--- src/swrm_div.sv ---
module swrm_div #(
	parameter int DVD_W = 38
) (
	input  logic             clk,
	input  logic             arst_n,
	input  logic             start,
	input  logic [DVD_W-1:0] dividend,
	input  logic [31:0]      divisor,
	output logic             done,
	output logic [DVD_W-1:0] quotient
);
	localparam int CNT_W = $clog2(DVD_W + 1);

	logic             busy_q;
	logic             done_q;
	logic [CNT_W-1:0] cnt_q;
	logic [DVD_W-1:0] acc_q;
	logic [31:0]      rem_q;
	logic [31:0]      div_q;
	logic [32:0]      rem_sh;
	logic             ge;
	logic [32:0]      rem_diff;

	assign rem_sh   = {rem_q, acc_q[DVD_W-1]};
	assign ge       = rem_sh >= {1'b0, div_q};
	assign rem_diff = rem_sh - {1'b0, div_q};

	always_ff @(posedge clk or negedge arst_n) begin
		if (!arst_n) begin
			busy_q <= 1'b0;
			done_q <= 1'b0;
			cnt_q  <= '0;
		end else begin
			done_q <= 1'b0;
			if (start) begin
				busy_q <= 1'b1;
				cnt_q  <= CNT_W'(DVD_W);
			end else if (busy_q) begin
				cnt_q <= cnt_q - CNT_W'(1);
				if (cnt_q == CNT_W'(1)) begin
					busy_q <= 1'b0;
					done_q <= 1'b1;
				end
			end
		end
	end

	always_ff @(posedge clk) begin
		if (start) begin
			acc_q <= dividend;
			rem_q <= '0;
			div_q <= divisor;
		end else if (busy_q) begin
			acc_q <= {acc_q[DVD_W-2:0], ge};
			rem_q <= ge ? rem_diff[31:0] : rem_sh[31:0];
		end
	end

	assign done     = done_q;
	assign quotient = acc_q;
endmodule

--- config.mk ---
export PLATFORM = sky130hd
export DESIGN_NAME = swrm_div
export DESIGN_NICKNAME = d
export VERILOG_FILES = /design/src/swrm_div.sv
export SDC_FILE = /design/constraint.sdc
export NUM_CORES = 1
export LEC_CHECK = 0
export ABC_CLOCK_PERIOD_IN_PS = 3350
export BUFFER_PORTS_ARGS = -buffer_cell sky130_fd_sc_hd__buf_4
export CAP_MARGIN = 20
export CORE_MARGIN = 2
export CORE_UTILIZATION = 55
export DETAILED_ROUTE_END_ITERATION = 10
export PLACE_DENSITY_LB_ADDON = 0.1
export SETUP_SLACK_MARGIN = 0.02
export SLEW_MARGIN = 20
export SYNTH_ARGS = -nofsm -noshare
export SYNTH_HDL_FRONTEND = slang
export SYNTH_SLANG_ARGS = --single-unit
--- constraint.sdc ---
create_clock -name clk -period 3.35 [get_ports clk]
set_clock_uncertainty 0.2 [all_clocks]
set_input_delay 0.1675 -clock clk [delete_from_list [all_inputs] [get_ports clk]]
set_output_delay 0.1675 -clock clk [all_outputs]
set_load 0.05 [all_outputs]
Word level (Yosys, flattened, before mapping)
Index checks and enable logic that the tools add are counted.

operators by class
  multiplexer cells = 11
  add/subtract/negate cells = 2
  equal/unequal tests = 1
  reductions and logical operators = 1
  order comparisons = 1

operators with widths
  operator             number
  $mux 38              2
  $ge 33x32->1         1
  $mux 32              1
  $sub 32x32->32       1
  $mux 6               2
  $eq 6x1->1 const B   1
  $mux 1               6
  $sub 6x1->6 const B  1
  $reduce_bool 2->1    1

storage, ports and cells
  logic and storage cells = 22
  flip-flop bits (word level) = 110
  output and inout port bits = 39
  input port bits = 73

Logic depth before layout (Yosys ltp)
  depth after elaboration = 4
  gate-level depth with buffers = 12
  depth with buffers taken out = 11

Worst setup path before layout
Ideal clock, no wire load.

  path type = reg-to-reg
  start = register acc_q[37], in the netlist quotient[37]
  end = register rem_q[20]
  buffers on the path = 0
  slack = 393 ps
  required time = 3059 ps
  data arrival time = 2666 ps
  stages on the path, launching flop included = 12
  clock period less this slack = 2957 ps
  library setup time = 91 ps
  cells stage by stage = edfxtp_1 -> inv_1 -> ha_1 -> fa_1 -> nand2b_1 -> a21oi_1 -> or3_4 -> o31ai_4 -> o2111ai_1 -> o31ai_1 -> a211o_1 -> a311oi_1

between the ends
  word-level cells in the longest chain between the ends = 2
  elaborated cells between the ends (all ways) = 3
  classes of those cells = add/sub: 1; order compare: 1; mux: 1

ends and longest elaborated chain
  element                                                RTL line  source
  from (decl)                                            17        logic [DVD_W-1:0] acc_q;
  from (signal assigned)                                 50        acc_q <= dividend;
  from (signal assigned)                                 54        acc_q <= {acc_q[DVD_W-2:0], ge};
  $sub 32x32->32 / $ge 33x32->1 (equally long branches)  26, 25
  $mux 32 *                                              55        rem_q <= ge ? rem_diff[31:0] : rem_sh[31:0];
  to (signal assigned)                                   55
  to (decl)                                              18        logic [31:0] rem_q;

Mark *: on every way between the ends. The rest lies on a longest branch, timed or not.
A chain may end at the register's enable or synchronous reset.

Worst setup path in the final report
  start = register div_q[4]
  end = register rem_q[31]

between the ends
  word-level cells in the longest chain between the ends = 2
  elaborated cells between the ends (all ways) = 3
  classes of those cells = add/sub: 1; order compare: 1; mux: 1

ends and longest elaborated chain
  element                                                RTL line  source
  from (decl)                                            19        logic [31:0] div_q;
  from (signal assigned)                                 52        div_q <= divisor;
  $sub 32x32->32 / $ge 33x32->1 (equally long branches)  26, 25
  $mux 32 *                                              55

Marked as above.

==> results.yml <==
run_status:
  status: "complete, no violations"
synth:
  ys_ff_latch: 110
  synth_edf_count: 70
  synth.distinct_cells: 74
  ys_warn_count: 0
  syn-num-nets: 772
  synth-seq-area-share_pct: 44.4
  synthCells: 664
  synth_area_um2: 6630
  synth_top_cell_area_share_pct: 31.7
  ys_async_sr_fraction_pct: 7.27
  ys_top_cells_by_area: "edfxtp_1 (32%), dfxtp_1 (9.7%), mux2_2 (6.5%)"
  syn_area_per_cell_um2: 9.99
  synth_top_area_cell: "edfxtp_1"
  synthFlopType: "edfxtp_1"
place:
  dp.cells: 891
  place_area_um2: 7530
  io_buffer_count: 111
  gp_congestion: 0.930
  dpl.hpwl_um: 11200
worst_setup_path:
  critPathRequiredTime_ps: 3410
  timing.critical_path.cells: "inv_1, ha_1, nand3_1, o21ba_2, o2111ai_1, a2111oi_2, nor2_1, nor4_1, a31oi_1, a311oi_1"
  cp_slowest_stage_delay_ps: 530
  path_buf_inv: 1
  cp-start-kind: "register"
  cp_slowest_cell: "a2111oi_2"
  endpoint_kind: "register"
  crit_family: "compound AO/OA/AOI/OAI gates"
  crit_type: "register to register"
  cp_data_arrival_time_ps: 3200
  crit_fanout: 7
floorplanning:
  rows: 40
  die_height_um: 114
  io_pins: 112
  die-area_um2: 13000
  start_util_pct: 55.7
  core_area_um2: 11900
  fp.dieW_um: 114
global_route:
  grt_pass1_wl_um: 27700
  grt_start_max_net_pins: 81
  grt_usage_pct: 26.8
  grt_pass1_vias: 5674
  grt_overflow: 0
  antenna_found_initial: 0
drt:
  viasPerCell: 5.83
  ant_nets: 0
  dr.pass1.iters: 5
  routed_wl_um: 17000
  remaining_drc_errors: 0
  wl_per_cell_um: 17.3
  via_count: 5708
  dr.first_iter.drc_count: 369
clock_network:
  cts_tree: "yes"
  clk_pin_slew_ps: 70
  cts_setup_buffers: 0
  htree_num_levels: 3
  cts_sinks: 110
  root_buffer: "clkbuf_16"
  clkLatencyLatePin_ps: 360
  clock_path_buffers: 2
  cts_buffers: 9
final_layout:
  final_common_cell: "buf_4"
  nFillCells: 880
  nets: 935
  finalNonFillerCells: 979
  final_cell_mix: "buf_4 (121), dlygate4sd3_1 (72), edfxtp_1 (70)"
  antenna_cells: 0
  drive_gt1_share_pct: 23.9
  area_delta_synth_final_pct: 29.2
  fin_area_um2: 8570
power:
  p_leak_nw: 3.61
  power_density_nw_per_um2: 687
  p_int_mw: 3.45
  combPwrFrac_pct: 48.7
  p_sw_mw: 2.43
  clkPwrFrac_pct: 18.8
  peakVddDrop_mv: 0.496
  switching_share_pct: 41.3
  p_seq_share_pct: 32.4
timing:
  min_period_over_period_pct: 93.6
  maxSlewViolCount: 0
  slew_headroom_pct: 33.0
  setup-violations-final: 0
  rsz0062_at_grt: "false"
  hold_viol: 0
  setup_tns_ps: 0
  tightest_slew_ps: 1000
  timing.final.crit_period_ps: 3130
  fmax_mhz: 319
min_path:
  worstHoldPathType: "primary input to register"
flow_run:
  cap_violations: 0
## registers in the layout, indices dropped and copies added, names as in the netlist
signal	cells
rem_q	32
cnt_q	6
done	1
busy_q	1
div_q	32
quotient	38
## area by class of cell
type / instances / area [um2] / share of cell area (%)
clock buffer: 9 / 225 / 2.63
clock inverter: 7 / 81.3 / 0.949
inverter: 44 / 165 / 1.93
multi-input combinational: 469 / 3340 / 39.0
sequential: 110 / 2940 / 34.3
tap: 147 / 184 / 2.15
timing repair buffer: 193 / 1630 / 19.0
## per-stage QoR
step / utilization (%) / total power, mW / hold WS [ps] / setup slack [ps]
CTS: 71.9 / 5.86 / 249 / 261
floorplan: - / 4.01 / -328 / 393
global placement: 63.2 / 4.64 / -212 / 386
finish: 71.9 / 5.88 / 255 / 215
global route: 71.9 / 6.23 / 294 / 42.3
detailed placement: 63.2 / 4.66 / -209 / 306
## logic make-up (layout without fill, tap and decap cells)
logic type / after synthesis / in the layout / synth area share [%]
and+or+nand+nor: 191 / 191 / 14.1
AOI/OAI and AO/OA: 173 / 173 / 18.6
DFF: 110 / 110 / 44.4
buffers and inverters: 85 / 253 / 5.45
muxes: 41 / 41 / 6.90
adders and majority gates: 35 / 35 / 6.71
xor gates and xnor gates: 29 / 29 / 3.83
## timing repair
action,4_1_cts,5_1_grt
hold endpoints to repair,78,0
hold buffers,72,0
setup endpoints to repair,0,1
resized for setup,0,1
## synth_stat cells, drive strengths merged, types with 3 or more instances
master / n
a2111oi: 3
a211oi: 5
a21boi: 6
a21o: 12
a21oi: 34
a311oi: 21
a31oi: 4
a41oi: 4
and2: 3
and3: 5
buf: 21
clkbuf: 20
dfrtp: 8
dfxtp: 32
edfxtp: 70
ha: 34
inv: 44
mux2: 38
mux2i: 3
nand2: 44
nand2b: 6
nand3: 32
nand4: 12
nor2: 54
nor2b: 4
nor3: 10
nor4: 7
o211ai: 4
o21a: 6
o21ai: 43
o21bai: 7
o22ai: 5
o31ai: 4
or2: 4
or3: 4
xnor2: 18
xor2: 11
## worst paths after layout
check	from	endpoint	slack (ps)	depth (start not counted)
worst max register to register	div_q[4]$_DFFE_PP_	rem_q[31]$_SDFFE_PP0P_	220	10
worst max-delay path	div_q[4]$_DFFE_PP_	rem_q[31]$_SDFFE_PP0P_	220	10
max in group asynchronous	arst_n	cnt_q[2]$_DFFE_PN0P_	2100	3
min in group asynchronous	arst_n	cnt_q[5]$_DFFE_PN0P_	590	3
worst min-delay path	start	cnt_q[4]$_DFFE_PN0P_	260	2
worst min register to register	rem_q[22]$_SDFFE_PP0P_	rem_q[22]$_SDFFE_PP0P_	290	2
## routing by layer
metal  part of all wire (%)  wire length (um)  global-route usage [%]
met1                     44              7390                    35.0
met2                     48              8210                    44.2
met3                    5.4               911                    5.47
met4                    2.6               435                    10.2
met5                      0                 0                       0
## power by group through the flow
stage                     sequential [mW]  combinational [mW]  clock [mW]
after floorplan                      2.09                1.93           0
after global placement               1.92                2.72           0
after detailed placement             1.93                2.74           0
after CTS                            1.90                2.82        1.14
after global routing                 1.94                3.12        1.17
final                                1.91                2.87        1.11
No activity file was read; power rests on OpenSTA's default activity.
