$ cat config.mk
export PLATFORM = sky130hd
export DESIGN_NAME = swrm_ctrl
export DESIGN_NICKNAME = d
export VERILOG_FILES = /design/src/swrm_pkg.sv /design/src/swrm_ctrl.sv
export SDC_FILE = /design/constraint.sdc
export NUM_CORES = 1
export LEC_CHECK = 0
export ABC_AREA = 0
export BUFFER_PORTS_ARGS = -buffer_cell sky130_fd_sc_hd__buf_2
export CORE_ASPECT_RATIO = 1.1
export CORE_MARGIN = 4
export CORE_UTILIZATION = 47
export DETAILED_ROUTE_END_ITERATION = 12
export GPL_TIMING_DRIVEN = 0
export PLACE_DENSITY = 0.75
export SYNTH_ARGS = -nofsm -noshare
export SYNTH_HDL_FRONTEND = slang
export SYNTH_SLANG_ARGS = --single-unit
$ cat constraint.sdc
create_clock -name clk -period 2.13 [get_ports clk]
set_input_delay 0.426 -clock clk [delete_from_list [all_inputs] [get_ports clk]]
set_output_delay 0.426 -clock clk [all_outputs]
set_load 0.01 [all_outputs]
$ cat src/swrm_pkg.sv
package swrm_pkg;

	localparam int RATE_W = 38;
	localparam logic [63:0] RATE_MAX = (64'd1 << RATE_W) - 64'd1;
	localparam logic [31:0] WINDOW_RESET = 32'd1000;
	localparam int FRAC_W = 16;

	typedef enum logic [1:0] {
		KIND_ADD   = 2'd0,
		KIND_QUERY = 2'd1,
		KIND_CLEAR = 2'd2,
		KIND_NONE  = 2'd3
	} kind_t;

	typedef enum logic [3:0] {
		ST_IDLE,
		ST_PRUNE_RD,
		ST_PRUNE_CHK,
		ST_EVICT_RD,
		ST_EVICT,
		ST_APPEND,
		ST_SPAN_OLD,
		ST_SPAN_NEW,
		ST_SPAN_CHK,
		ST_DIV,
		ST_FINISH
	} state_t;

	typedef struct packed {
		kind_t       kind;
		logic [31:0] time_ticks;
		logic [15:0] units_done;
	} in_item_t;

	typedef struct packed {
		logic              rate_valid;
		logic [RATE_W-1:0] rate_value;
		logic [6:0]        sample_count;
		logic              overflow_dropped;
	} out_item_t;

	typedef struct packed {
		logic cap;
		logic clear;
		logic rd_en;
		logic rd_newest;
		logic drop;
		logic set_dropped;
		logic write_new;
		logic latch_old;
		logic div_start;
		logic load_out;
		logic res_valid;
	} dp_cmd_t;

	typedef struct packed {
		logic count_zero;
		logic count_full;
		logic count_lt2;
		logic expired;
		logic span_pos;
	} dp_stat_t;

endpackage

$ cat src/swrm_ctrl.sv
module swrm_ctrl (
	input  logic               clk,
	input  logic               arst_n,
	input  logic               in_valid,
	input  swrm_pkg::kind_t    in_kind,
	output logic               in_ready,
	output logic               out_valid,
	input  logic               out_ready,
	input  swrm_pkg::dp_stat_t stat,
	input  logic               div_done,
	output swrm_pkg::dp_cmd_t  cmd
);
	import swrm_pkg::*;

	state_t state_q;
	state_t state_d;
	kind_t  kind_q;
	logic   pass2_q;
	logic   valid_q;
	logic   out_valid_q;
	state_t report_st;

	assign report_st = stat.count_lt2 ? ST_FINISH : ST_SPAN_OLD;

	always_comb begin
		state_d = state_q;
		unique case (state_q) inside
			ST_IDLE: begin
				if (in_valid) begin
					unique case (in_kind) inside
						KIND_ADD, KIND_QUERY: state_d = ST_PRUNE_RD;
						KIND_CLEAR:           state_d = ST_FINISH;
						default:              state_d = report_st;
					endcase
				end
			end
			ST_PRUNE_RD, ST_PRUNE_CHK: begin
				if (state_q == ST_PRUNE_RD && !stat.count_zero) begin
					state_d = ST_PRUNE_CHK;
				end else if (state_q == ST_PRUNE_CHK && stat.expired) begin
					state_d = ST_PRUNE_RD;
				end else if (kind_q == KIND_ADD && !pass2_q) begin
					state_d = stat.count_full ? ST_EVICT_RD : ST_APPEND;
				end else begin
					state_d = report_st;
				end
			end
			ST_EVICT_RD: state_d = ST_EVICT;
			ST_EVICT:    state_d = ST_APPEND;
			ST_APPEND:   state_d = ST_PRUNE_RD;
			ST_SPAN_OLD: state_d = ST_SPAN_NEW;
			ST_SPAN_NEW: state_d = ST_SPAN_CHK;
			ST_SPAN_CHK: state_d = stat.span_pos ? ST_DIV : ST_FINISH;
			ST_DIV: begin
				if (div_done) begin
					state_d = ST_FINISH;
				end
			end
			ST_FINISH: begin
				if (!out_valid_q || out_ready) begin
					state_d = ST_IDLE;
				end
			end
			default: state_d = ST_IDLE;
		endcase
	end

	always_comb begin
		cmd = '0;
		unique case (state_q)
			ST_IDLE: begin
				cmd.cap   = in_valid;
				cmd.clear = in_valid && in_kind == KIND_CLEAR;
			end
			ST_PRUNE_RD:  cmd.rd_en = !stat.count_zero;
			ST_PRUNE_CHK: cmd.drop = stat.expired;
			ST_EVICT_RD:  cmd.rd_en = 1'b1;
			ST_EVICT: begin
				cmd.drop        = 1'b1;
				cmd.set_dropped = 1'b1;
			end
			ST_APPEND:   cmd.write_new = 1'b1;
			ST_SPAN_OLD: cmd.rd_en = 1'b1;
			ST_SPAN_NEW: begin
				cmd.rd_en     = 1'b1;
				cmd.rd_newest = 1'b1;
				cmd.latch_old = 1'b1;
			end
			ST_SPAN_CHK: cmd.div_start = stat.span_pos;
			ST_FINISH: begin
				cmd.load_out  = !out_valid_q || out_ready;
				cmd.res_valid = valid_q;
			end
			default: cmd = '0;
		endcase
	end

	always_ff @(posedge clk or negedge arst_n) begin
		if (!arst_n) begin
			state_q     <= ST_IDLE;
			kind_q      <= KIND_NONE;
			pass2_q     <= 1'b0;
			valid_q     <= 1'b0;
			out_valid_q <= 1'b0;
		end else begin
			state_q <= state_d;
			if (state_q == ST_IDLE && in_valid) begin
				kind_q  <= in_kind;
				pass2_q <= 1'b0;
			end else if (state_q == ST_APPEND) begin
				pass2_q <= 1'b1;
			end
			if (state_q != ST_FINISH) begin
				valid_q <= state_q == ST_DIV;
			end
			if (cmd.load_out) begin
				out_valid_q <= 1'b1;
			end else if (out_ready) begin
				out_valid_q <= 1'b0;
			end
		end
	end

	assign in_ready  = state_q == ST_IDLE;
	assign out_valid = out_valid_q;
endmodule

Word-level counts from Yosys, hierarchy flattened
Index checks and enable logic that the tools add are counted.
- register bits: 9
- word-level logic and storage cells: 62
- equal/unequal tests: 16
- mux-type cells: 23
- reductions and logical operators: 18
- operator list (operator ; number):
    4-bit case mux with 10 select lines ; 1
    4-bit 2-to-1 mux ; 7
    4-bit by 3-bit equality test with 1-bit output (second input constant) ; 4
    4-bit equality test (second input constant) ; 3
    4-bit by 2-bit equality test with 1-bit output (second input constant) ; 2
    1-bit 2-to-1 mux ; 8
    4-bit case mux with 2 select lines ; 1
    2-bit 2-to-1 mux ; 3
    1-bit logical AND ; 5
    4-bit by 1-bit equality test with 1-bit output (second input constant) ; 1
    2-bit logical NOT ; 2
    4-bit logical NOT ; 1
    2-bit != test (second input constant) ; 2
    4-bit != test (second input constant) ; 1
    1-bit case mux with 2 select lines ; 2
    2-bit nonzero test ; 2
    2-bit OR reduction ; 2
    1-bit logical NOT ; 3
    3-bit 2-to-1 mux ; 1
    3-bit AND reduction ; 1
    3-bit OR reduction ; 1
    2-bit by 1-bit equality test with 1-bit output (second input constant) ; 1
    2-bit equality test (second input constant) ; 1
    2-bit by 1-bit != test with 1-bit output (second input constant) ; 1
    1-bit logical OR ; 1

Depth between registers and ports, before layout
- word-level depth: 6
- depth in mapped cells: 6

Least setup slack after synthesis
Ideal clock, no wire load.
- kind: register to output
- from: reg state_q[3]
- to: out cmd[9] in the netlist's numbering
- data arrival time: 1.385 ns
- path slack: 0.319 ns
- cell stages (with the launch flop): 5
- path buffers: 1
- path through: dfrtp_1 -> buf_6 -> nor4_4 -> nand2_2 -> nor3b_1
- RTL lines (item ; RTL line ; RTL):
    from (decl) ; swrm_ctrl.sv:15 ; state_t state_q;
    from (signal assigned) ; swrm_ctrl.sv:106 ; state_q <= state_d;
    to (decl) ; swrm_ctrl.sv:11 ; output swrm_pkg::dp_cmd_t cmd

==> impl_metrics.env <==
export IMPL_die_area_mm2=0.00241
export IMPL_core_mm2=0.00158
export IMPL_boundaryPins=25
export IMPL_tightest_slew_ns=0.471
export IMPL_cp_num_buf_inv=4
export IMPL_seq_area_um2=228
export IMPL_multi_input_area_um2=494
export IMPL_ys_ff_latch=9
export IMPL_layout_drive_gt1_share_pct=45.5
export IMPL_overflow=0
export IMPL_antenna_cells=0
export IMPL_dr_pass1_iters=4
export IMPL_portBuffers=24
export IMPL_tns_ns=0
export IMPL_postRouteAntennaNets=0
export IMPL_drc=0
export IMPL_synth_edf_count=0
export IMPL_grt_first_pass_wirelength_um=3280
export IMPL_outcome="complete, no violations"
export IMPL_min_path_cells=2
export IMPL_syn_num_nets=101
export IMPL_synth_area_per_cell_um2=8.90
export IMPL_area_growth_pct=26.5
export IMPL_yosys_warnings=0
export IMPL_drt_iter0_drc=9
export IMPL_hp_start="out_ready"
export IMPL_min_to="out_valid"
export IMPL_critPathMaxStageDelay_ns=0.41
export IMPL_wl_per_cell_um=13.9
export IMPL_worstPathCellList="buf_6, nand2b_4, or2_2, inv_1, buf_4, buf_2"
export IMPL_max_cap_violations=0
export IMPL_synth_top_cell_area_share_pct=22.1
export IMPL_start_util_pct=50.2
export IMPL_synthSimpleGateAreaFrac_pct=34.9
export IMPL_place_congestion=0.822
export IMPL_end_kind="output port"
export IMPL_fmax_ghz=0.493
export IMPL_setup_worst_path_class="reg2out"
export IMPL_start_kind="flip-flop"
export IMPL_p_leak_uw=0.000505
export IMPL_worstPathRequired_ns=1.70
export IMPL_r2r_worst_path_cells=5
export IMPL_netlist_top_cells_area="dfrtp_1 22%, dfstp_2 6.6%, nand2b_1 4.7%"
export IMPL_synth_common_cells="8 x nor2_1, 7 x dfrtp_1, 7 x inv_1, 7 x o21ai_0, 6 x nand2b_1"
export IMPL_async_flop_share_pct=100
export IMPL_drv_slew=0
export IMPL_synth_top_family_by_area="simple AND/OR/NAND/NOR gates"
export IMPL_htree_levels=1
export IMPL_ys_seq_area_share_pct=28.8
export IMPL_worst_slack_ns=0.103
export IMPL_period_needed_ns=2.03
export IMPL_arrival_ns=1.60
export IMPL_reg2reg_to="kind_q[1]"
export IMPL_dpl_worst_slack_ns=0.304
export IMPL_netlist_area_um2=792
export IMPL_hold_viol=0
export IMPL_clkSinkCount=9
export IMPL_synth_compound_area_share_pct=20.2
export IMPL_cts_clk_slew_worst_paths_ns=0.07
export IMPL_n_fill_cell=154
export IMPL_power_density_mw_per_mm2=1310
export IMPL_synthCells=89
export IMPL_critical_path_top_delay_family="simple AND/OR/NAND/NOR gates"
export IMPL_via_per_inst=5.49
export IMPL_skew_ns=0.0129
export IMPL_cts_root_buf="clkbuf_4"
export IMPL_vias=757
export IMPL_setup_viol_count_final=0
export IMPL_finish_net_count=134
export IMPL_hpwl_um=1500
export IMPL_vdd_drop_max_v=0.000705
export IMPL_period_share_pct=95.2
export IMPL_r2r_slack_ns=0.63
export IMPL_grt_use_total_pct=19.1
export IMPL_min_path_type="in2reg"
export IMPL_die_height_um=51.1
export IMPL_cts_made_buffers=3
export IMPL_path_max_fanout=10
export IMPL_synth_area_mux_share_pct=6.32
export IMPL_clock_path_buffers=2
export IMPL_synth_top_cell_by_area="dfrtp_1"
export IMPL_placementRows=15
export IMPL_grt_pass1_vias=761
export IMPL_rsz0062_at_grt="false"
export IMPL_ys_types=39
export IMPL_synth_xor_area_share_pct=0
export IMPL_maxSlewHeadroom_pct=68.3
export IMPL_cts_tree="built"
export IMPL_synth_ff_type="dfrtp_1"
export IMPL_clock_latency_ns=0.28
export IMPL_yosysMostFrequentCell="nor2_1"
export IMPL_crit_slowest_cell="dfrtp_1"
export IMPL_synthAdderAreaFrac_pct=0
export IMPL_fp_dieW_um=47.1
export IMPL_r2r_start="state_q[3]"
export IMPL_wl_um=1910
export IMPL_antenna_found_initial=0
export IMPL_grt_max_degree=11
==> routing by layer <==
metal / up-vias / global-route usage [%] / part of all wire (%)
li1: 376 / - / -
met1: 353 / 23.3 / 44
met2: 22 / 29.4 / 48
met3: 6 / 7.39 / 5.9
met4: 0 / 7.83 / 2.4
met5: - / 0 / 0
==> power by group <==
| group | internal [µW] | switching [µW] |
|---|---|---|
| combinational | 439 | 417 |
| clock | 72.5 | 66.4 |
| sequential | 254 | 62.8 |
==> how the worst max path moves through the flow <==
stage / endpoint / slack (ns) / cells past startpoint / from
after detailed placement: cmd[9] / 0.30 / 5 / state_q[3]
after floorplan: cmd[9] / 0.32 / 4 / state_q[3]
after CTS: cmd[10] / 0.009 / 6 / state_q[3]
final: cmd[7] / 0.10 / 6 / state_q[3]
after global routing: cmd[10] / 0.008 / 6 / state_q[3]
after global placement: cmd[9] / 0.35 / 5 / state_q[3]
==> flip-flops by register name, indices dropped and copies added, names as in the netlist <==
signal     count
valid_q        1
kind_q         2
pass2_q        1
out_valid      1
state_q        4
==> cell type report <==
cell class / count / share of cell area [%]
repair buffers: 28 / 15.2
well taps: 17 / 2.12
flip-flops and latches: 9 / 22.7
plain buffers: 6 / 5.37
multi-input cells: 67 / 49.3
inverters: 7 / 2.62
clock buffers: 4 / 2.62
==> stage by stage <==
step                total power (µW)  area, µm²  instances  util (%)  hold slack [ns]
finish                          1310       1000        138      63.6            0.357
global route                    1420       1000        138      63.6            0.373
CTS                             1270        977        136      62.0            0.350
detailed placement              1120        933        130      59.2            0.285
global placement                1100        933        130      59.2            0.283
floorplan                        932        792         89         -            0.130
==> worst register-to-register path, delay by kind of cell, from the launching register on <==
kind / cells / cell delay [ns]
and+or+nand+nor: 2 / 0.38
muxes: 1 / 0.29
buffers and inverters: 2 / 0.32
DFF: 1 / 0.41
==> cell usage in the layout (no fill, tap or decap), drive strengths merged, types with 2 or more instances in the layout <==
| cell type | netlist | layout |
|---|---|---|
| buf | 6 | 32 |
| or2 | 2 | 2 |
| nor4 | 2 | 2 |
| mux2i | 2 | 2 |
| mux2 | 2 | 2 |
| o21ai | 7 | 7 |
| nor3 | 5 | 5 |
| inv | 7 | 7 |
| nand2 | 5 | 5 |
| nor2b | 2 | 2 |
| nand3b | 2 | 2 |
| nor2 | 8 | 8 |
| a22oi | 3 | 3 |
| nand2b | 7 | 7 |
| dfrtp | 7 | 7 |
| and2b | 2 | 2 |
| clkbuf | 0 | 5 |
| a21boi | 2 | 2 |
| a21oi | 2 | 2 |
| dfstp | 2 | 2 |
| nor3b | 2 | 2 |
| o221a | 2 | 2 |
==> cell families after synthesis <==
kind of cell    Yosys count
simple gates             42
buf+inv                  13
mux                       4
flops                     9
compound gates           21
==> timing repair <==
action / in CTS / in global routing
pin swaps: 2 / 1
hold buffers: 1 / 0
hold endpoints to repair: 7 / 0
gates resized for setup: 0 / 2
endpoints found under the setup margin: 1 / 3
gates cloned: 0 / 0
buffers inserted: 1 / 2
No activity file was read; power rests on OpenSTA's default activity.
