===== src/swrm_pkg.sv =====
package swrm_pkg;

	localparam int RATE_W = 38;
	localparam logic [63:0] RATE_MAX = (64'd1 << RATE_W) - 64'd1;
	localparam logic [31:0] WINDOW_RESET = 32'd1000;
	localparam int FRAC_W = 16;

	typedef enum logic [1:0] {
		KIND_ADD   = 2'd0,
		KIND_QUERY = 2'd1,
		KIND_CLEAR = 2'd2,
		KIND_NONE  = 2'd3
	} kind_t;

	typedef enum logic [3:0] {
		ST_IDLE,
		ST_PRUNE_RD,
		ST_PRUNE_CHK,
		ST_EVICT_RD,
		ST_EVICT,
		ST_APPEND,
		ST_SPAN_OLD,
		ST_SPAN_NEW,
		ST_SPAN_CHK,
		ST_DIV,
		ST_FINISH
	} state_t;

	typedef struct packed {
		kind_t       kind;
		logic [31:0] time_ticks;
		logic [15:0] units_done;
	} in_item_t;

	typedef struct packed {
		logic              rate_valid;
		logic [RATE_W-1:0] rate_value;
		logic [6:0]        sample_count;
		logic              overflow_dropped;
	} out_item_t;

	typedef struct packed {
		logic cap;
		logic clear;
		logic rd_en;
		logic rd_newest;
		logic drop;
		logic set_dropped;
		logic write_new;
		logic latch_old;
		logic div_start;
		logic load_out;
		logic res_valid;
	} dp_cmd_t;

	typedef struct packed {
		logic count_zero;
		logic count_full;
		logic count_lt2;
		logic expired;
		logic span_pos;
	} dp_stat_t;

endpackage


===== src/swrm_dp.sv =====
module swrm_dp #(
	parameter int SAMPLE_DEPTH = 64
) (
	input  logic                 clk,
	input  logic                 arst_n,
	input  swrm_pkg::in_item_t   in_data,
	input  logic                 cfg_wr,
	input  logic [31:0]          cfg_data,
	input  swrm_pkg::dp_cmd_t    cmd,
	output swrm_pkg::dp_stat_t   stat,
	output logic [15+$clog2(SAMPLE_DEPTH)+swrm_pkg::FRAC_W:0] dividend,
	output logic [31:0]          divisor,
	input  logic [15+$clog2(SAMPLE_DEPTH)+swrm_pkg::FRAC_W:0] quotient,
	output swrm_pkg::out_item_t  out_data
);
	import swrm_pkg::*;

	localparam int IDX_W = $clog2(SAMPLE_DEPTH);
	localparam int CNT_W = $clog2(SAMPLE_DEPTH + 1);
	localparam int TOT_W = 16 + IDX_W;
	localparam int SUM_W = IDX_W + 1;

	logic [31:0]      time_mem [SAMPLE_DEPTH];
	logic [15:0]      unit_mem [SAMPLE_DEPTH];

	logic [31:0]      window_q;
	logic [31:0]      now_q;
	logic [15:0]      units_q;
	logic             dropped_q;
	logic [IDX_W-1:0] oldest_q;
	logic [CNT_W-1:0] count_q;
	logic [TOT_W-1:0] total_q;
	logic [31:0]      rd_time_q;
	logic [15:0]      rd_unit_q;
	logic [31:0]      old_time_q;
	out_item_t        out_q;

	logic [SUM_W-1:0] slot_sum;
	logic [SUM_W-1:0] newest_sum;
	logic [IDX_W-1:0] slot_idx;
	logic [IDX_W-1:0] newest_idx;
	logic [IDX_W-1:0] oldest_next;
	logic [IDX_W-1:0] rd_addr;
	logic [31:0]      age;
	logic             sat;
	logic [RATE_W-1:0] rate;

	assign slot_sum   = SUM_W'(oldest_q) + SUM_W'(count_q);
	assign newest_sum = SUM_W'(oldest_q) + SUM_W'(count_q) - SUM_W'(1);
	assign slot_idx   = (slot_sum >= SUM_W'(SAMPLE_DEPTH)) ?
		IDX_W'(slot_sum - SUM_W'(SAMPLE_DEPTH)) : IDX_W'(slot_sum);
	assign newest_idx = (newest_sum >= SUM_W'(SAMPLE_DEPTH)) ?
		IDX_W'(newest_sum - SUM_W'(SAMPLE_DEPTH)) : IDX_W'(newest_sum);
	assign oldest_next = (oldest_q == IDX_W'(SAMPLE_DEPTH - 1)) ? '0 : oldest_q + IDX_W'(1);
	assign rd_addr     = cmd.rd_newest ? newest_idx : oldest_q;

	assign age = now_q - rd_time_q;

	assign stat.count_zero = count_q == '0;
	assign stat.count_full = count_q == CNT_W'(SAMPLE_DEPTH);
	assign stat.count_lt2  = count_q < CNT_W'(2);
	assign stat.expired    = (now_q > rd_time_q) && (age > window_q);
	assign stat.span_pos   = rd_time_q > old_time_q;

	assign dividend = {total_q, FRAC_W'(0)};
	assign divisor  = rd_time_q - old_time_q;

	assign sat  = 64'(quotient) > RATE_MAX;
	assign rate = sat ? RATE_W'(RATE_MAX) : RATE_W'(quotient);

	// sample ring
	always_ff @(posedge clk) begin
		if (cmd.write_new) begin
			time_mem[slot_idx] <= now_q;
			unit_mem[slot_idx] <= units_q;
		end
		if (cmd.rd_en) begin
			rd_time_q <= time_mem[rd_addr];
			rd_unit_q <= unit_mem[rd_addr];
		end
	end

	always_ff @(posedge clk or negedge arst_n) begin
		if (!arst_n) begin
			window_q  <= WINDOW_RESET;
			oldest_q  <= '0;
			count_q   <= '0;
			total_q   <= '0;
			dropped_q <= 1'b0;
		end else begin
			if (cfg_wr) begin
				window_q <= cfg_data;
			end
			if (cmd.cap) begin
				dropped_q <= 1'b0;
			end else if (cmd.set_dropped) begin
				dropped_q <= 1'b1;
			end
			if (cmd.clear) begin
				oldest_q <= '0;
				count_q  <= '0;
				total_q  <= '0;
			end else if (cmd.drop) begin
				oldest_q <= oldest_next;
				count_q  <= count_q - CNT_W'(1);
				total_q  <= total_q - TOT_W'(rd_unit_q);
			end else if (cmd.write_new) begin
				count_q <= count_q + CNT_W'(1);
				total_q <= total_q + TOT_W'(units_q);
			end
		end
	end

	always_ff @(posedge clk) begin
		if (cmd.cap) begin
			now_q   <= in_data.time_ticks;
			units_q <= in_data.units_done;
		end
		if (cmd.latch_old) begin
			old_time_q <= rd_time_q;
		end
		if (cmd.load_out) begin
			out_q.rate_valid       <= cmd.res_valid;
			out_q.rate_value       <= cmd.res_valid ? rate : '0;
			out_q.sample_count     <= 7'(count_q);
			out_q.overflow_dropped <= dropped_q;
		end
	end

	assign out_data = out_q;
endmodule


===== config.mk =====
export PLATFORM = sky130hd
export DESIGN_NAME = swrm_dp
export DESIGN_NICKNAME = d
export VERILOG_FILES = /design/src/swrm_pkg.sv /design/src/swrm_dp.sv
export SDC_FILE = /design/constraint.sdc
export NUM_CORES = 2
export LEC_CHECK = 0
export BUFFER_PORTS_ARGS = -buffer_cell sky130_fd_sc_hd__buf_4
export CORE_MARGIN = 5
export CORE_UTILIZATION = 50
export DETAILED_ROUTE_END_ITERATION = 10
export GPL_TIMING_DRIVEN = 0
export MAX_ROUTING_LAYER = met4
export PLACE_DENSITY = 0.66
export RECOVER_POWER = 50
export SLEW_MARGIN = 20
export SYNTH_ARGS = -nofsm -noshare
export SYNTH_HDL_FRONTEND = slang
export SYNTH_SLANG_ARGS = --single-unit

===== constraint.sdc =====
create_clock -name clk -period 8.53 [get_ports clk]
set_clock_uncertainty 0.05 [all_clocks]
set_input_delay 0.853 -clock clk [delete_from_list [all_inputs] [get_ports clk]]
set_output_delay 0.853 -clock clk [all_outputs]
set_load 0.02 [all_outputs]

# ---- Word-level counts from Yosys, hierarchy flattened
# Memory sizes are Yosys's and may differ from the RTL's. A register that Yosys moved wholly into a read port is not among the register bits.
# Index checks and enable logic that the tools add are counted.
dict set report word_totals {
  ramBits 3072
  inputBits 134
  out_inout_bits 122
  mem_count 2
  word_cells 54
  register_bits 195
}
# name depth word_bits read_ports rd_clocked_by_memory_dff write_ports line
set mem_list {}
lappend mem_list {time_mem 64 32 1 1 1 swrm_dp.sv:23} ;# logic [31:0] time_mem [SAMPLE_DEPTH];
lappend mem_list {unit_mem 64 16 1 1 1 swrm_dp.sv:24} ;# logic [15:0] unit_mem [SAMPLE_DEPTH];
dict set report op_classes {
  n_eq_ne 2
  n_addsub 11
  n_reduce_logical 5
  mux 16
  n_lt_le_gt_ge 6
}
# cell count
set ops {}
lappend ops {{32-bit > comparator} 3}
lappend ops {{22-bit 2-to-1 mux} 3}
lappend ops {{32-bit subtractor} 2}
lappend ops {{6-bit 2-to-1 mux} 6}
lappend ops {{22-bit by 16-bit adder with 22-bit output} 1}
lappend ops {{22-bit by 16-bit subtractor with 22-bit output} 1}
lappend ops {{7-bit 2-to-1 mux} 3}
lappend ops {{7-bit >= comparator (second input constant)} 2}
lappend ops {{7-bit by 1-bit subtractor with 7-bit output (second input constant)} 2}
lappend ops {{6-bit by 1-bit subtractor with 6-bit output (second input constant)} 2}
lappend ops {{6-bit by 7-bit adder with 7-bit output} 1}
lappend ops {{7-bit by 1-bit adder with 7-bit output (second input constant)} 1}
lappend ops {{7-bit equality test (second input constant)} 1}
lappend ops {{7-bit logical NOT} 1}
lappend ops {{7-bit by 2-bit less-than comparator with 1-bit output (second input constant)} 1}
lappend ops {{6-bit by 1-bit adder with 6-bit output (second input constant)} 1}
lappend ops {{6-bit equality test (second input constant)} 1}
lappend ops {{1-bit 2-to-1 mux} 4}
lappend ops {{2-bit nonzero test} 2}
lappend ops {{3-bit nonzero test} 1}
lappend ops {{1-bit logical AND} 1}

# ---- Logic depth before layout (Yosys ltp)
dict set report depth {
  depth_word 5
  depth_mapped 21
  mapped_depth_nobuf 21
}

# ---- Least setup slack after synthesis
# OpenSTA, ideal clock, no wires.
dict set report synth_path {
  kind {register to output}
  startpoint {register now_q[0]}
  endpoint {output stat[1] (netlist name)}
  n_path_buf 0
  path_slack_ns 3.151
  required_ns 7.627
  arrival_ns 4.476
  stages_incl_launch_ff 19
  cell_sequence {edfxtp_1 > inv_1 > ha_1 > fa_1 > nor2b_1 > o21a_1 > o21ai_1 > a21oi_1 > nand2b_1 > a41oi_1 > o21ai_1 > a221oi_1 > xnor2_1 > ha_1 > nand4_1 > or2_2 > nor3_1 > nor3_1 > a211oi_1}
}
# item line
set synth_lines {}
lappend synth_lines {{from (decl)} swrm_dp.sv:27} ;# logic [31:0] now_q;
lappend synth_lines {{from (signal assigned)} swrm_dp.sv:116} ;# now_q <= in_data.time_ticks;
lappend synth_lines {{to (decl)} swrm_dp.sv:10} ;# output swrm_pkg::dp_stat_t stat,

==> impl_metrics.py <==
metrics = {
    "worst_setup_path": {
        "cp_data_required_time_ps": 7630,
        "critical-path-slowest-cell": "sky130_fd_sc_hd__clkbuf_1",
        "path_max_fanout": 17,
        "critical_path.endpoint_type": "primary output",
        "start_kind": "flip-flop",
        "timing.critical_path.arrival_ps": 6830,
        "cp_slowest_stage_delay_ps": 1120,
        "cp_cell_sequence": "clkbuf_1 > clkbuf_1 > ha_1 > clkbuf_1 > a21o_1 > a21o_1 > a21o_1 > a221o_1 > o21a_1 > nor2_1 > ha_1 > nand3_1 > nor2_1 > nand2_1 > nor2_1 > nand4_1 > o31ai_1 > a211oi_1 > buf_4",
        "timing.setup.critical_path_class": "reg2out",
    },
    "sta": {
        "setup_viol": 0,
        "slew-limit-headroom_pct": -184.1,
        "timing.final.crit_share_pct": 90.60,
        "finalHoldViolCount": 0,
        "period_needed_ps": 7728,
        "finalMaxSlewViolations": 249,
        "timing.fmax_mhz": 129.4,
        "rsz_0062_raised_after_global_routing": "no",
        "final_critical_path_setup_slack_ps": 801.5,
        "fin_setup_tns_ps": 0,
        "worst_pin_slew_ps": 4261,
    },
    "logic_synthesis": {
        "post_synth_num_cell_types": 71,
        "ys_ff_latch": 3315,
        "syn-instance-count": 6733,
        "ys.flop_type": "sky130_fd_sc_hd__edfxtp_1",
        "synth_edf_count": 3247,
        "seq_area_frac_synth_pct": 75.01,
        "ys_async_sr_fraction_pct": 2.051,
        "synth.cell_area_um2": 132300,
        "synthesis.area_per_instance_um2": 19.64,
        "synth_warnings": 0,
    },
    "route": {
        "route.antenna.remaining_nets": 0,
        "postRouteWirelength_mm": 372.6,
        "drt_drc_violations_left": 0,
        "drtIter0Drc": 9430,
        "drt_first_pass_iters": 6,
        "wl_per_cell_um": 32.63,
        "route.vias.total": 71385,
        "vias_per_cell": 6.252,
    },
    "global_route": {
        "grt_pass1_wl_mm": 524.5,
        "grt_max_degree": 69,
        "groute.usage.overall_pct": 27.74,
        "via_count_of_the_first_global_routing_pass": 70557,
        "grt_overflow_total": 0,
        "grt_antenna_before_repair": 30,
    },
    "clock_tree": {
        "cts_num_sinks": 3315,
        "clock_tree.buffer_depth": 4,
        "postCtsSetupRepairBufs": 0,
        "holdBufCountCts": 0,
        "clk_root_buffer_cell": "sky130_fd_sc_hd__clkbuf_16",
        "clk_pin_slew_ps": 60,
        "clk_latency_worst_skew_pair_ps": 900,
        "cts_tree": "yes",
        "cts-resized-gates": 0,
        "cts_inserted_buffers": 338,
        "h_tree_lvl_count": 5,
    },
    "worst_hold_path": {
        "worst_hold_path_type": "in2reg",
    },
    "final_layout": {
        "layout_commonest_cell": "sky130_fd_sc_hd__edfxtp_1",
        "filler_cell_count": 19050,
        "layout_common_cells": "3,247 x sky130_fd_sc_hd__edfxtp_1, 768 x sky130_fd_sc_hd__mux4_2, 631 x sky130_fd_sc_hd__nand2_1",
        "area_delta_synth_final_pct": 16.03,
        "drive_gt1_share_pct": 23.60,
        "num-nets-final": 7894,
    },
    "place": {
        "port_buffers": 233,
        "routability_congestion_estimate_from_global_placement": 0.9302,
        "hpwlAfterDp_mm": 262.6,
        "post-place-ws_ps": 2102,
    },
    "power_and_ir_drop": {
        "pwr_density_cell_nw_per_um2": 291.7,
        "power.ir.vdd_worst_v": 0.0004524,
        "static-leakage-power_uw": 0.05014,
    },
    "floorplan": {
        "core.rowCount": 188,
        "die_w_um": 524.3,
        "floorplan.die_area_um2": 274900,
        "number_of_placed_i_o_pins": 256,
        "die_h_um": 524.3,
        "core_area_um2": 262700,
        "floorplan.initialDensity_pct": 50.34,
    },
    "flow_run": {
        "maxCapViolCount": 6,
    },
    "status": {
        "violations": "capacitance limit, slew limit",
        "outcome": "finished, violations left",
    },
}
==> synthesized netlist by cell type, types with 37 or more instances <==
master,count,area share [%]
sky130_fd_sc_hd__xor2_1,37,0.25
sky130_fd_sc_hd__o211ai_1,52,0.30
sky130_fd_sc_hd__clkbuf_1,181,0.51
sky130_fd_sc_hd__buf_2,62,0.23
sky130_fd_sc_hd__a21oi_1,98,0.37
sky130_fd_sc_hd__a31oi_1,103,0.49
sky130_fd_sc_hd__and2_1,188,0.89
sky130_fd_sc_hd__a21o_1,63,0.36
sky130_fd_sc_hd__edfxtp_1,3247,74
sky130_fd_sc_hd__o21ai_0,75,0.28
sky130_fd_sc_hd__mux4_2,768,13
sky130_fd_sc_hd__nor2_1,137,0.39
sky130_fd_sc_hd__a211oi_1,199,1.1
sky130_fd_sc_hd__ha_1,130,1.2
sky130_fd_sc_hd__xnor2_1,66,0.44
sky130_fd_sc_hd__nand3_1,68,0.26
sky130_fd_sc_hd__inv_1,125,0.35
sky130_fd_sc_hd__nand2_1,631,1.8
sky130_fd_sc_hd__dfrtp_1,62,1.2
sky130_fd_sc_hd__a311oi_1,48,0.32
sky130_fd_sc_hd__a311o_1,48,0.36
sky130_fd_sc_hd__buf_4,64,0.36
==> state kept, by name, summed over array words and instances (netlist names) <==
name and flops:
window_q 32, dropped_q 1, rd_unit_q 16, total_q 22
unit_mem 1024, count_q 7, oldest_q 6, old_time_q 32
now_q 32, out_data 47, time_mem 2048, rd_time_q 32
units_q 16
==> layer usage <==
metal	track usage, %	wire (µm)	vias to the layer above
met5	-	0	-
met4	10.13	16470	0
met3	6.501	41080	697
met2	41.24	172100	3883
met1	37.97	142900	37545
li1	-	-	29260
==> where the power goes <==
group | switching, µW | internal (µW) | total [µW]
Combinational | 7420 | 4060 | 11500
Sequential | 376 | 18800 | 19200
Clock | 6130 | 7970 | 14100
Total | 13900 | 30800 | 44800
==> through the flow <==
step | area [µm²] | power [µW] | hold slack [ps] | std cells | utilization, %
6_report | 153500 | 44770 | 126.7 | 11418 | 58.41
4_1_cts | 155300 | 44970 | 42.65 | 11400 | 59.11
3_3_place_gp | 138500 | 30440 | 385.8 | 10496 | 52.70
3_5_place_dp | 145000 | 31020 | 391.8 | 10800 | 55.18
5_1_grt | 153400 | 46300 | 81.58 | 11409 | 58.40
2_1_floorplan | 132300 | 26000 | 375.9 | 6748 | -
==> worst max-delay path, delay by kind of cell (launching register included) <==
family	cells	cell delay [ps]
buffers and inverters	4	2460
AOI/OAI and AO/OA	7	1590
adders and majority gates	2	650
DFF	1	630
and+or+nand+nor	6	560
==> area by class of cell <==
| cell class | instances | area [µm²] | area share (%) |
|---|---|---|---|
| Buffer | 372 | 1934 | 1.260 |
| Clock buffer | 424 | 8845 | 5.763 |
| Sequential cell | 3315 | 99210 | 64.65 |
| Inverter | 125 | 469.2 | 0.3057 |
| Clock inverter | 176 | 1495 | 0.9743 |
| Timing Repair Buffer | 537 | 5759 | 3.753 |
| Multi-Input combinational cell | 2936 | 31310 | 20.40 |
| Tap cell | 3515 | 4398 | 2.866 |
| Antenna cell | 18 | 45.04 | 0.02935 |
==> worst paths after layout <==
kind | startpoint | end | slack [ps] | cells after the start
setup / recovery | now_q[26]$_DFFE_PP_ | stat[1] | 800 | 19
hold / removal | in_data[17] | now_q[1]$_DFFE_PP_ | 130 | 1
setup reg to reg | oldest_q[0]$_DFFE_PN0P_ | rd_unit_q[9]$_DFFE_PP_ | 1860 | 14
hold reg to reg | dropped_q$_DFFE_PN0P_ | out_data[0]$_DFFE_PP_ | 410 | 0
max in group asynchronous | arst_n | window_q[13]$_DFFE_PN0P_ | 5180 | 1
min in group asynchronous | arst_n | total_q[15]$_DFFE_PN0P_ | 1180 | 1
==> logic make-up (layout without fill, tap and decap cells) <==
kind of cell               after synthesis  count (layout)  share of synthesized area [%]
DFF                                   3315            3315                          75.01
buffers and inverters                  497            1634                          1.813
and+or+nand+nor                       1127            1127                          3.812
muxes                                  775             775                          13.16
xor gates and xnor gates               107             107                         0.7313
adders and majority gates              135             135                          1.306
other                                    1              34                       0.002835
AOI/OAI and AO/OA                      776             776                          4.159
Note: power is estimated with default switching activity, not from simulation.
